**config.mk**
```make
export PLATFORM = sky130hd
export DESIGN_NAME = lowpass_highpass_biquad_tone_mix_flat
export DESIGN_NICKNAME = d
export VERILOG_FILES = /design/src/rtl/lhbq_pkg.sv /design/src/rtl/lhbq_in_if.sv /design/src/rtl/lhbq_out_if.sv /design/src/rtl/lhbq_mac.sv /design/src/rtl/lowpass_highpass_biquad_tone_mix.sv /design/src/flat_wrapper.sv
export SDC_FILE = /design/constraint.sdc
export NUM_CORES = 2
export LEC_CHECK = 0
export ABC_AREA = 1
export BUFFER_PORTS_ARGS = -buffer_cell sky130_fd_sc_hd__buf_4
export CAP_MARGIN = 10
export CORE_UTILIZATION = 60
export DETAILED_ROUTE_END_ITERATION = 7
export PLACE_DENSITY = 0.76
export RECOVER_POWER = 50
export SLEW_MARGIN = 20
export SYNTH_ARGS = -nofsm -noshare
export SYNTH_HDL_FRONTEND = slang
export SYNTH_SLANG_ARGS = --single-unit
```
**constraint.sdc**
```tcl
create_clock -name i_clk -period 15.68 [get_ports i_clk]
set_input_delay 2.352 -clock i_clk [delete_from_list [all_inputs] [get_ports i_clk]]
set_output_delay 2.352 -clock i_clk [all_outputs]
set_load 0.005 [all_outputs]
```
**src/rtl/lhbq_pkg.sv**
```systemverilog
// lhbq_pkg: shared widths, types, register indexes and saturation helpers
// for the lowpass/highpass biquad tone mix; no dependencies
package lhbq_pkg;

    localparam int SAMPLE_BITS = 24;
    localparam int COEF_BITS   = 32;
    localparam int STATE_BITS  = 40;
    localparam int COEF_FRAC   = COEF_BITS - 3;
    localparam int MIX_BITS    = 16;
    localparam int MIX_SHIFT   = 15;
    localparam int CFG_IDX_BITS = 3;

    // multiplier operand split: value is taken in two halves
    localparam int LO_BITS   = STATE_BITS / 2;
    localparam int HI_BITS   = STATE_BITS - LO_BITS;
    localparam int A_BITS    = COEF_BITS + 1;
    localparam int B_BITS    = HI_BITS + 1;
    localparam int PROD_BITS = A_BITS + B_BITS;
    localparam int ACC_BITS  = COEF_BITS + STATE_BITS + 4;
    localparam int RES_BITS  = COEF_BITS + STATE_BITS - COEF_FRAC + 1;
    localparam int MIX_RES_BITS = MIX_BITS + 1 + STATE_BITS + 2 - MIX_SHIFT;
    localparam int SUM_BITS  = RES_BITS + 3;

    localparam logic [MIX_BITS-1:0] MIX_ONE = MIX_BITS'(1 << MIX_SHIFT);

    localparam logic [CFG_IDX_BITS-1:0] CFG_LOW_B0   = 3'd0;
    localparam logic [CFG_IDX_BITS-1:0] CFG_LOW_A1   = 3'd1;
    localparam logic [CFG_IDX_BITS-1:0] CFG_LOW_A2   = 3'd2;
    localparam logic [CFG_IDX_BITS-1:0] CFG_HIGH_B0  = 3'd3;
    localparam logic [CFG_IDX_BITS-1:0] CFG_HIGH_A1  = 3'd4;
    localparam logic [CFG_IDX_BITS-1:0] CFG_HIGH_A2  = 3'd5;
    localparam logic [CFG_IDX_BITS-1:0] CFG_HIGH_MIX = 3'd6;

    typedef logic signed [SAMPLE_BITS-1:0]  t_sample;
    typedef logic signed [COEF_BITS-1:0]    t_coef;
    typedef logic signed [STATE_BITS-1:0]   t_state;
    typedef logic signed [A_BITS-1:0]       t_mac_a;
    typedef logic signed [ACC_BITS-1:0]     t_acc;
    typedef logic signed [RES_BITS-1:0]     t_res;
    typedef logic signed [MIX_RES_BITS-1:0] t_mix_res;
    typedef logic signed [SUM_BITS-1:0]     t_sum;

    // command to the shared multiply-accumulate unit
    typedef struct packed {
        logic clr;      // load rounding constant into accumulator
        logic rnd_mix;  // rounding constant for the mix scale
        logic mul;      // capture a new partial product
        logic mhi;      // partial product uses the upper half of the value
        logic acc;      // add the held partial product
    } t_mac_cmd;

    function automatic t_state f_sat_state(input t_sum v);
        t_state r;
        if ((&v[SUM_BITS-1:STATE_BITS-1]) || !(|v[SUM_BITS-1:STATE_BITS-1])) begin
            r = v[STATE_BITS-1:0];
        end else begin
            r = {v[SUM_BITS-1], {(STATE_BITS-1){~v[SUM_BITS-1]}}};
        end
        return r;
    endfunction

    function automatic t_sample f_sat_sample(input t_mix_res v);
        t_sample r;
        if ((&v[MIX_RES_BITS-1:SAMPLE_BITS-1]) || !(|v[MIX_RES_BITS-1:SAMPLE_BITS-1])) begin
            r = v[SAMPLE_BITS-1:0];
        end else begin
            r = {v[MIX_RES_BITS-1], {(SAMPLE_BITS-1){~v[MIX_RES_BITS-1]}}};
        end
        return r;
    endfunction

endpackage

```
**src/rtl/lhbq_in_if.sv**
```systemverilog
// lhbq_in_if: valid/ready channel carrying one input audio sample per beat
// depends on lhbq_pkg
interface lhbq_in_if import lhbq_pkg::*; ();
    logic    valid;
    logic    ready;
    t_sample sample_in;

    modport source (output valid, output sample_in, input ready);
    modport sink   (input valid, input sample_in, output ready);
endinterface

```
**src/rtl/lhbq_out_if.sv**
```systemverilog
// lhbq_out_if: valid/ready channel carrying one mixed output sample per beat
// depends on lhbq_pkg
interface lhbq_out_if import lhbq_pkg::*; ();
    logic    valid;
    logic    ready;
    t_sample sample_out;

    modport source (output valid, output sample_out, input ready);
    modport sink   (input valid, input sample_out, output ready);
endinterface

```
**src/rtl/lhbq_mac.sv**
```systemverilog
// lhbq_mac: shared multiply-accumulate unit, one 33x21 partial product a cycle
// depends on lhbq_pkg
module lhbq_mac import lhbq_pkg::*; (
    input  logic     i_clk,
    input  t_mac_cmd i_cmd,
    input  t_mac_a   i_a,
    input  t_state   i_v,
    output t_acc     o_acc
);

    logic signed [B_BITS-1:0]    w_b;
    logic signed [PROD_BITS-1:0] w_prod;
    t_acc                        w_addend;
    t_acc                        w_init;

    logic signed [PROD_BITS-1:0] r_prod;
    logic                        r_prod_hi;
    t_acc                        r_acc;

    always_comb begin
        if (i_cmd.mhi) begin
            w_b = {i_v[STATE_BITS-1], i_v[STATE_BITS-1:LO_BITS]};
        end else begin
            w_b = {1'b0, i_v[LO_BITS-1:0]};
        end
        w_prod = i_a * w_b;
        if (r_prod_hi) begin
            w_addend = ACC_BITS'(r_prod) <<< LO_BITS;
        end else begin
            w_addend = ACC_BITS'(r_prod);
        end
        if (i_cmd.rnd_mix) begin
            w_init = t_acc'(1) <<< (MIX_SHIFT - 1);
        end else begin
            w_init = t_acc'(1) <<< (COEF_FRAC - 1);
        end
    end

    always_ff @(posedge i_clk) begin
        if (i_cmd.mul) begin
            r_prod    <= w_prod;
            r_prod_hi <= i_cmd.mhi;
        end
        if (i_cmd.clr) begin
            r_acc <= w_init;
        end else if (i_cmd.acc) begin
            r_acc <= r_acc + w_addend;
        end
    end

    assign o_acc = r_acc;

endmodule

```
**src/rtl/lowpass_highpass_biquad_tone_mix.sv**
```systemverilog
// lowpass_highpass_biquad_tone_mix: top level, sequencer, filter state and mix
// depends on lhbq_pkg, lhbq_in_if, lhbq_out_if, lhbq_mac
//
// Each sample beat runs through a lowpass biquad and then a highpass biquad in
// series (transposed direct form II, taps b0, +/-2*b0, b0, coefficients Q2.29)
// and leaves as a crossfade of both outputs weighted by high_mix (Q1.15, values
// above 1.0 act as 1.0), rounded and saturated to 24 bits. All arithmetic goes
// through one shared multiplier: every coefficient product is split into two
// 33x21 partial products and accumulated, and a 28-step sequencer walks the
// eight products plus the state updates. Ready stays low from the
// accepting edge until the result is loaded into the output register, and
// rises with that load, so a new beat is only taken once the previous
// sample has finished. A waiting result stalls only the last
// step. Coefficient writes go through a plain write port and must only happen
// while the block is idle; writes to index 7 are ignored.
module lowpass_highpass_biquad_tone_mix import lhbq_pkg::*; (
    input  logic                    i_clk,
    input  logic                    i_rst_n,
    input  logic                    i_cfg_we,
    input  logic [CFG_IDX_BITS-1:0] i_cfg_idx,
    input  logic [COEF_BITS-1:0]    i_cfg_data,
    lhbq_in_if.sink                 i_smp,
    lhbq_out_if.source              o_smp
);

    // sequencer steps; a product takes three steps and is read in the fourth
    localparam int STEP_BITS = 5;
    localparam logic [STEP_BITS-1:0] ST_LB0_LO  = 5'd0;
    localparam logic [STEP_BITS-1:0] ST_LB0_HI  = 5'd1;
    localparam logic [STEP_BITS-1:0] ST_LB0_ACC = 5'd2;
    localparam logic [STEP_BITS-1:0] ST_PL_WB   = 5'd3;
    localparam logic [STEP_BITS-1:0] ST_LY_SUM  = 5'd4;
    localparam logic [STEP_BITS-1:0] ST_LA1_LO  = 5'd5;
    localparam logic [STEP_BITS-1:0] ST_LA1_HI  = 5'd6;
    localparam logic [STEP_BITS-1:0] ST_LA1_ACC = 5'd7;
    localparam logic [STEP_BITS-1:0] ST_LA2_LO  = 5'd8;
    localparam logic [STEP_BITS-1:0] ST_LA2_HI  = 5'd9;
    localparam logic [STEP_BITS-1:0] ST_LA2_ACC = 5'd10;
    localparam logic [STEP_BITS-1:0] ST_LS1_SUM = 5'd11;
    localparam logic [STEP_BITS-1:0] ST_LS2_SUM = 5'd12;
    localparam logic [STEP_BITS-1:0] ST_HB0_ACC = 5'd13;
    localparam logic [STEP_BITS-1:0] ST_PH_WB   = 5'd14;
    localparam logic [STEP_BITS-1:0] ST_HY_SUM  = 5'd15;
    localparam logic [STEP_BITS-1:0] ST_HA1_LO  = 5'd16;
    localparam logic [STEP_BITS-1:0] ST_HA1_HI  = 5'd17;
    localparam logic [STEP_BITS-1:0] ST_HA1_ACC = 5'd18;
    localparam logic [STEP_BITS-1:0] ST_HA2_LO  = 5'd19;
    localparam logic [STEP_BITS-1:0] ST_HA2_HI  = 5'd20;
    localparam logic [STEP_BITS-1:0] ST_HA2_ACC = 5'd21;
    localparam logic [STEP_BITS-1:0] ST_HS1_SUM = 5'd22;
    localparam logic [STEP_BITS-1:0] ST_HS2_SUM = 5'd23;
    localparam logic [STEP_BITS-1:0] ST_WH_LO   = 5'd24;
    localparam logic [STEP_BITS-1:0] ST_WH_HI   = 5'd25;
    localparam logic [STEP_BITS-1:0] ST_MIX_ACC = 5'd26;
    localparam logic [STEP_BITS-1:0] ST_OUT     = 5'd27;

    // configuration registers
    t_coef               r_low_b0, r_low_a1, r_low_a2;
    t_coef               r_high_b0, r_high_a1, r_high_a2;
    logic [MIX_BITS-1:0] r_high_mix;

    // filter state words
    t_state r_ls1, r_ls2, r_hs1, r_hs2;

    // sequencer
    logic                 r_busy;
    logic [STEP_BITS-1:0] r_step;
    logic [STEP_BITS-1:0] n_step;

    // per-sample working values
    t_sample r_x;
    t_res    r_pl, r_ph, r_m1, r_m2;
    t_state  r_ly, r_hy;

    // output register
    logic    r_out_valid;
    t_sample r_out;

    logic                w_accept;
    logic                w_out_load;
    logic [MIX_BITS-1:0] w_wh, w_wl;
    t_mac_cmd            w_cmd;
    t_mac_a              w_a;
    t_state              w_v;
    t_acc                w_acc;
    t_res                w_res;
    t_mix_res            w_mix;
    t_sum                w_op_a, w_op_b, w_op_c, w_sum;
    t_state              w_sat;

    assign w_accept   = i_smp.valid && i_smp.ready;
    assign w_out_load = r_busy && (r_step == ST_OUT) && (!r_out_valid || o_smp.ready);

    // mix weights, high weight clipped at unity
    assign w_wh = (r_high_mix > MIX_ONE) ? MIX_ONE : r_high_mix;
    assign w_wl = MIX_ONE - w_wh;

    assign w_res = w_acc[COEF_FRAC +: RES_BITS];
    assign w_mix = w_acc[MIX_SHIFT +: MIX_RES_BITS];

    // step table: multiplier command and operands
    always_comb begin
        w_cmd = '0;
        w_a   = '0;
        w_v   = '0;
        if (r_busy) begin
            unique case (r_step)
                ST_LB0_LO: begin
                    w_cmd = '{clr: 1'b1, rnd_mix: 1'b0, mul: 1'b1, mhi: 1'b0, acc: 1'b0};
                    w_a   = A_BITS'(r_low_b0);
                    w_v   = STATE_BITS'(r_x);
                end
                ST_LB0_HI: begin
                    w_cmd = '{clr: 1'b0, rnd_mix: 1'b0, mul: 1'b1, mhi: 1'b1, acc: 1'b1};
                    w_a   = A_BITS'(r_low_b0);
                    w_v   = STATE_BITS'(r_x);
                end
                ST_LA1_LO: begin
                    w_cmd = '{clr: 1'b1, rnd_mix: 1'b0, mul: 1'b1, mhi: 1'b0, acc: 1'b0};
                    w_a   = A_BITS'(r_low_a1);
                    w_v   = r_ly;
                end
                ST_LA1_HI: begin
                    w_cmd = '{clr: 1'b0, rnd_mix: 1'b0, mul: 1'b1, mhi: 1'b1, acc: 1'b1};
                    w_a   = A_BITS'(r_low_a1);
                    w_v   = r_ly;
                end
                ST_LA2_LO: begin
                    w_cmd = '{clr: 1'b1, rnd_mix: 1'b0, mul: 1'b1, mhi: 1'b0, acc: 1'b0};
                    w_a   = A_BITS'(r_low_a2);
                    w_v   = r_ly;
                end
                ST_LA2_HI: begin
                    w_cmd = '{clr: 1'b0, rnd_mix: 1'b0, mul: 1'b1, mhi: 1'b1, acc: 1'b1};
                    w_a   = A_BITS'(r_low_a2);
                    w_v   = r_ly;
                end
                ST_LS1_SUM: begin
                    w_cmd = '{clr: 1'b1, rnd_mix: 1'b0, mul: 1'b1, mhi: 1'b0, acc: 1'b0};
                    w_a   = A_BITS'(r_high_b0);
                    w_v   = r_ly;
                end
                ST_LS2_SUM: begin
                    w_cmd = '{clr: 1'b0, rnd_mix: 1'b0, mul: 1'b1, mhi: 1'b1, acc: 1'b1};
                    w_a   = A_BITS'(r_high_b0);
                    w_v   = r_ly;
                end
                ST_HA1_LO: begin
                    w_cmd = '{clr: 1'b1, rnd_mix: 1'b0, mul: 1'b1, mhi: 1'b0, acc: 1'b0};
                    w_a   = A_BITS'(r_high_a1);
                    w_v   = r_hy;
                end
                ST_HA1_HI: begin
                    w_cmd = '{clr: 1'b0, rnd_mix: 1'b0, mul: 1'b1, mhi: 1'b1, acc: 1'b1};
                    w_a   = A_BITS'(r_high_a1);
                    w_v   = r_hy;
                end
                ST_HA2_LO: begin
                    w_cmd = '{clr: 1'b1, rnd_mix: 1'b0, mul: 1'b1, mhi: 1'b0, acc: 1'b0};
                    w_a   = A_BITS'(r_high_a2);
                    w_v   = r_hy;
                end
                ST_HA2_HI: begin
                    w_cmd = '{clr: 1'b0, rnd_mix: 1'b0, mul: 1'b1, mhi: 1'b1, acc: 1'b1};
                    w_a   = A_BITS'(r_high_a2);
                    w_v   = r_hy;
                end
                ST_HS1_SUM: begin
                    // start of the mix: low weight times lowpass output
                    w_cmd = '{clr: 1'b1, rnd_mix: 1'b1, mul: 1'b1, mhi: 1'b0, acc: 1'b0};
                    w_a   = A_BITS'(w_wl);
                    w_v   = r_ly;
                end
                ST_HS2_SUM: begin
                    w_cmd = '{clr: 1'b0, rnd_mix: 1'b0, mul: 1'b1, mhi: 1'b1, acc: 1'b1};
                    w_a   = A_BITS'(w_wl);
                    w_v   = r_ly;
                end
                ST_WH_LO: begin
                    w_cmd = '{clr: 1'b0, rnd_mix: 1'b0, mul: 1'b1, mhi: 1'b0, acc: 1'b1};
                    w_a   = A_BITS'(w_wh);
                    w_v   = r_hy;
                end
                ST_WH_HI: begin
                    w_cmd = '{clr: 1'b0, rnd_mix: 1'b0, mul: 1'b1, mhi: 1'b1, acc: 1'b1};
                    w_a   = A_BITS'(w_wh);
                    w_v   = r_hy;
                end
                ST_LB0_ACC, ST_LA1_ACC, ST_LA2_ACC, ST_HB0_ACC,
                ST_HA1_ACC, ST_HA2_ACC, ST_MIX_ACC: begin
                    w_cmd = '{clr: 1'b0, rnd_mix: 1'b0, mul: 1'b0, mhi: 1'b0, acc: 1'b1};
                end
                default: begin
                    w_cmd = '0;
                end
            endcase
        end
    end

    // shared adder for outputs and state updates, saturated to the state width
    always_comb begin
        w_op_a = '0;
        w_op_b = '0;
        w_op_c = '0;
        unique case (r_step)
            ST_LY_SUM: begin
                w_op_a = SUM_BITS'(r_pl);
                w_op_b = SUM_BITS'(r_ls1);
            end
            ST_LS1_SUM: begin
                w_op_a = SUM_BITS'(r_pl) <<< 1;
                w_op_b = -SUM_BITS'(r_m1);
                w_op_c = SUM_BITS'(r_ls2);
            end
            ST_LS2_SUM: begin
                w_op_a = SUM_BITS'(r_pl);
                w_op_b = -SUM_BITS'(r_m2);
            end
            ST_HY_SUM: begin
                w_op_a = SUM_BITS'(r_ph);
                w_op_b = SUM_BITS'(r_hs1);
            end
            ST_HS1_SUM: begin
                // highpass middle tap is minus twice b0
                w_op_a = -(SUM_BITS'(r_ph) <<< 1);
                w_op_b = -SUM_BITS'(r_m1);
                w_op_c = SUM_BITS'(r_hs2);
            end
            ST_HS2_SUM: begin
                w_op_a = SUM_BITS'(r_ph);
                w_op_b = -SUM_BITS'(r_m2);
            end
            default: begin
                w_op_a = '0;
            end
        endcase
        w_sum = w_op_a + w_op_b + w_op_c;
        w_sat = f_sat_state(w_sum);
    end

    lhbq_mac u_mac (
        .i_clk (i_clk),
        .i_cmd (w_cmd),
        .i_a   (w_a),
        .i_v   (w_v),
        .o_acc (w_acc)
    );

    // configuration registers
    always_ff @(posedge i_clk) begin
        if (!i_rst_n) begin
            r_low_b0   <= '0;
            r_low_a1   <= '0;
            r_low_a2   <= '0;
            r_high_b0  <= '0;
            r_high_a1  <= '0;
            r_high_a2  <= '0;
            r_high_mix <= '0;
        end else if (i_cfg_we) begin
            unique case (i_cfg_idx)
                CFG_LOW_B0:   r_low_b0   <= i_cfg_data;
                CFG_LOW_A1:   r_low_a1   <= i_cfg_data;
                CFG_LOW_A2:   r_low_a2   <= i_cfg_data;
                CFG_HIGH_B0:  r_high_b0  <= i_cfg_data;
                CFG_HIGH_A1:  r_high_a1  <= i_cfg_data;
                CFG_HIGH_A2:  r_high_a2  <= i_cfg_data;
                CFG_HIGH_MIX: r_high_mix <= i_cfg_data[MIX_BITS-1:0];
                default: begin
                end
            endcase
        end
    end

    // sequencer and output register
    always_comb begin
        n_step = r_step;
        if (w_accept) begin
            n_step = ST_LB0_LO;
        end else if (r_busy && (r_step != ST_OUT)) begin
            n_step = r_step + 1'b1;
        end
    end

    always_ff @(posedge i_clk) begin
        if (!i_rst_n) begin
            r_busy      <= 1'b0;
            r_step      <= ST_LB0_LO;
            r_out_valid <= 1'b0;
        end else begin
            r_step <= n_step;
            if (w_accept) begin
                r_busy <= 1'b1;
            end else if (w_out_load) begin
                r_busy <= 1'b0;
            end
            if (w_out_load) begin
                r_out_valid <= 1'b1;
            end else if (o_smp.ready) begin
                r_out_valid <= 1'b0;
            end
        end
    end

    // filter state words, cleared by reset
    always_ff @(posedge i_clk) begin
        if (!i_rst_n) begin
            r_ls1 <= '0;
            r_ls2 <= '0;
            r_hs1 <= '0;
            r_hs2 <= '0;
        end else if (r_busy) begin
            unique case (r_step)
                ST_LS1_SUM: r_ls1 <= w_sat;
                ST_LS2_SUM: r_ls2 <= w_sat;
                ST_HS1_SUM: r_hs1 <= w_sat;
                ST_HS2_SUM: r_hs2 <= w_sat;
                default: begin
                end
            endcase
        end
    end

    // working values, no reset needed
    always_ff @(posedge i_clk) begin
        if (w_accept) begin
            r_x <= i_smp.sample_in;
        end
        if (r_busy) begin
            unique case (r_step)
                ST_PL_WB:   r_pl <= w_res;
                ST_LY_SUM:  r_ly <= w_sat;
                ST_LA2_LO:  r_m1 <= w_res;
                ST_LS1_SUM: r_m2 <= w_res;
                ST_PH_WB:   r_ph <= w_res;
                ST_HY_SUM:  r_hy <= w_sat;
                ST_HA2_LO:  r_m1 <= w_res;
                ST_HS1_SUM: r_m2 <= w_res;
                default: begin
                end
            endcase
        end
        if (w_out_load) begin
            r_out <= f_sat_sample(w_mix);
        end
    end

    assign i_smp.ready      = !r_busy;
    assign o_smp.valid      = r_out_valid;
    assign o_smp.sample_out = r_out;

    // an accepted beat starts the sequencer at its first step
    a_accept_starts: assert property (@(posedge i_clk) disable iff (!i_rst_n)
        w_accept |=> (r_busy && r_step == ST_LB0_LO))
        else $error("accepted beat did not start the sequencer");

    // the last step hands the result over and frees the block
    a_out_load: assert property (@(posedge i_clk) disable iff (!i_rst_n)
        w_out_load |=> (r_out_valid && !r_busy))
        else $error("result load did not free the sequencer");

    // the multiplier stays quiet while idle
    a_idle_mac: assert property (@(posedge i_clk) disable iff (!i_rst_n)
        !r_busy |-> (w_cmd == '0))
        else $error("multiplier command issued while idle");

    // a clear never coincides with an accumulate
    a_mac_cmd: assert property (@(posedge i_clk) disable iff (!i_rst_n)
        r_busy |-> !(w_cmd.clr && w_cmd.acc))
        else $error("accumulator clear and add in the same cycle");

endmodule
```
**src/flat_wrapper.sv**
```systemverilog
// flat-port wrapper written by rule: the top's interface ports become plain ports
module lowpass_highpass_biquad_tone_mix_flat import lhbq_pkg::*;
  (i_clk, i_rst_n, i_cfg_we, i_cfg_idx, i_cfg_data, i_smp_valid, i_smp_sample_in, i_smp_ready, o_smp_valid, o_smp_sample_out, o_smp_ready);
  lhbq_in_if i_smp_i ();
  lhbq_out_if o_smp_i ();
  input  logic i_clk;
  input  logic i_rst_n;
  input  logic i_cfg_we;
  input  logic [CFG_IDX_BITS-1:0] i_cfg_idx;
  input  logic [COEF_BITS-1:0] i_cfg_data;
  input wire logic [$bits(i_smp_i.valid)-1:0] i_smp_valid;
  input wire logic [$bits(i_smp_i.sample_in)-1:0] i_smp_sample_in;
  output wire logic [$bits(i_smp_i.ready)-1:0] i_smp_ready;
  output wire logic [$bits(o_smp_i.valid)-1:0] o_smp_valid;
  output wire logic [$bits(o_smp_i.sample_out)-1:0] o_smp_sample_out;
  input wire logic [$bits(o_smp_i.ready)-1:0] o_smp_ready;
  assign i_smp_i.valid = i_smp_valid;
  assign i_smp_i.sample_in = i_smp_sample_in;
  assign i_smp_ready = i_smp_i.ready;
  assign o_smp_valid = o_smp_i.valid;
  assign o_smp_sample_out = o_smp_i.sample_out;
  assign o_smp_i.ready = o_smp_ready;
  lowpass_highpass_biquad_tone_mix u_core (.i_clk(i_clk), .i_rst_n(i_rst_n), .i_cfg_we(i_cfg_we), .i_cfg_idx(i_cfg_idx), .i_cfg_data(i_cfg_data), .i_smp(i_smp_i), .o_smp(o_smp_i));
endmodule
```
==> impl_metrics.tcl <==
set metrics [dict create \
    dp_cells 10400 \
    setup_viol 0 \
    yosysUniqueCellTypes 67 \
    ys_seq_area_frac 0.291 \
    synth_top_family_by_area "adder cells" \
    crit_buf_inv 12 \
    cts_buffers 91 \
    fmax_ghz 0.0862 \
    viasPerCell 5.91 \
    drt-initial-drc-count 6785 \
    core_area_sq_um 116000 \
    vdd_ir_drop_max_mv 0.0755 \
    relSlewSlack -1.74 \
    finalNetCount 10000 \
    grt_pass1_wl_um 357000 \
    cp_top_family "adder cells" \
    cts_hold_buffers 0 \
    synth_edf_count 432 \
    grt_max_degree 113 \
    wire_per_inst_um 22.6 \
    antenna_left 0 \
    ys_warn_count 0 \
    p_per_area_nw_per_um2 72.5 \
    cts_root_buf "clkbuf_16" \
    portBuffers 89 \
    crit_type "flop to flop" \
    hp-class "flop to flop" \
    synth_compound_area_frac 0.130 \
    fin_worst_skew_ns 0.0835 \
    layout_common_cells "inv_1 (1841), nand2_1 (1605), nor2_1 (1104), fa_1 (723), a21oi_1 (573)" \
    arrival_ns 11.98 \
    vias 62500 \
    syn_nets 10100 \
    crit_fanout 32 \
    maxCapViolations 17 \
    crit_slowest_cell "clkbuf_1" \
    final_cells 10600 \
    drc 1 \
    clkLatencyLatePin_ns 0.71 \
    cts.reportedPaths.clkPinSlew_ns 0.06 \
    syn-cell-area_sq_um 70400 \
    synthArstFlopShare 0 \
    grt_pass1_vias 60200 \
    rsz0062_at_grt "no" \
    synth_simple_gate_area_frac 0.192 \
    die_area_sq_um 119000 \
    antenna_found_initial 8 \
    die_w_um 344 \
    initial_core_util 0.606 \
    synth-xor-area-share 0.0142 \
    hpwl_um 184000 \
    violations "DRC, capacitance limit, slew limit" \
    drive_above_1_share 0.0445 \
    synth.area.mux_share 0 \
    post-cts-setup-buffers 0 \
    setup_tns_ns 0 \
    worst_slew_pin_slew_ns 4.10 \
    cpPeakStageDelay_ns 1.34 \
    cp-start-kind "flop" \
    ios 90 \
    finalHoldViolations 0 \
    cts_resized 0 \
    required_ns 16.06 \
    die_h_um 344 \
    layout_commonest_cell "inv_1" \
    grt-ovfl-total 0 \
    synthFlopType "edfxtp_1" \
    cp-end-kind "flop" \
    gr-usage-all-layers 0.402 \
    num_rows 125 \
    fin_crit_sh 0.740 \
    final-max-slew-violation-count 773 \
    min_period_ns 11.60 \
    syn_area_per_cell_sq_um 7.79 \
    synth_fa_ha_area_frac 0.252 \
    place.gp.congestion 1.03 \
    clockBufferDepth 3 \
    cts_tree "done" \
    drt_first_pass_iters 8 \
    htree_num_levels 3 \
    synth_cells 9030 \
    cts_num_sinks 807 \
    crit_path_frequent_cell "inv_1" \
    power.leakage_nw 34.2 \
    area_growth_pct 6.83 \
    synth-seq-cells 807 \
    status "complete, but fails checks" \
    wl_um 239000 \
]
power by group:
part	switching, mW	total (mW)	internal (mW)
clock network	0.931	2.14	1.21
registers	0.0765	2.40	2.33
logic	0.655	0.904	0.249
total	1.66	5.45	3.78
state kept, by name (all words and copies together), names as in the netlist, 40 cells and up:
register,cells
u_core.r_ls2,40
u_core.u_mac.o_acc,73
u_core.r_ly,40
u_core.r_hs2,40
u_core.u_mac.r_prod,54
u_core.r_ls1,40
u_core.r_pl,44
u_core.r_m1,44
u_core.r_ph,44
u_core.r_hy,40
u_core.r_hs1,40
u_core.r_m2,44
cell type report:
type | count | area [sq um]
clock buffers | 120 | 2450
multi-input cells | 6015 | 41500
flip-flops and latches | 807 | 20500
clock inverters | 46 | 499
diodes | 6 | 15.0
repair buffers | 181 | 1280
well taps | 1524 | 1910
fillers | 10200 | 41000
inverters | 1873 | 7030
cell usage after synthesis (20+ instances only):
cell | instances | area (sq um)
nor4_1 | 35 | 219
ha_1 | 259 | 3240
a21o_1 | 20 | 150
o21a_1 | 69 | 518
clkbuf_1 | 194 | 728
nand4_1 | 58 | 363
a21oi_1 | 574 | 2870
xor2_1 | 62 | 543
o22ai_1 | 103 | 644
inv_1 | 1842 | 6910
a211oi_1 | 20 | 150
dfxtp_1 | 375 | 7510
edfxtp_1 | 432 | 13000
nor2_1 | 1116 | 4190
nor3_1 | 88 | 440
o21ai_0 | 525 | 2630
buf_2 | 115 | 576
nand3_1 | 358 | 1790
xnor2_1 | 52 | 455
inv_2 | 23 | 86.3
nand2_1 | 1605 | 6020
a22oi_1 | 73 | 548
a221oi_1 | 23 | 201
a31oi_1 | 44 | 275
fa_1 | 723 | 14500
worst reg2reg max path: cells and delay by family, from the launching register on:
family	cells	cell delay, ns
xor+xnor	1	0.13
buf+inv	12	2.59
compound gates	3	1.17
fa+ha+maj	9	3.79
simple gates	13	3.28
flops	1	0.35
metal layers:
layer	GRT usage	share of wire	vias to the layer above
met5	0	0.00018	-
met4	0.267	0.077	6
met3	0.0799	0.099	753
met2	0.627	0.45	3305
met1	0.508	0.37	30000
li1	-	-	28400
worst paths after layout:
path	start	to	slack, ns	cells past startpoint
worst max-delay path	u_core.r_step[0]	u_core.u_mac.r_prod[49]	4.08	38
worst min-delay path	u_core.r_high_a1[18]	u_core.r_high_a1[18]	0.45	2
worst max register to register	u_core.r_step[0]	u_core.u_mac.r_prod[49]	4.08	38
worst min register to register	u_core.r_high_a1[18]	u_core.r_high_a1[18]	0.45	2
per-stage QoR:
stage	area, sq um	power (mW)	util	setup slack [ns]	hold slack (ns)
after floorplan	70400	2.97	-	7.62	0.425
after global placement	72300	3.30	0.622	5.03	0.434
after detailed placement	72300	3.31	0.622	4.79	0.439
after CTS	75300	5.42	0.648	4.78	0.448
after global routing	75200	5.61	0.647	3.56	0.462
final	75200	5.45	0.647	4.08	0.449
cells by family after synthesis:
logic type / count (synthesis)
XOR/XNOR: 114
AND/OR/NAND/NOR: 3328
flip-flops: 807
adder cells (fa/ha/maj): 982
buffers and inverters: 2208
AO/OA/AOI/OAI: 1591
(Power assumes the default switching activity.)
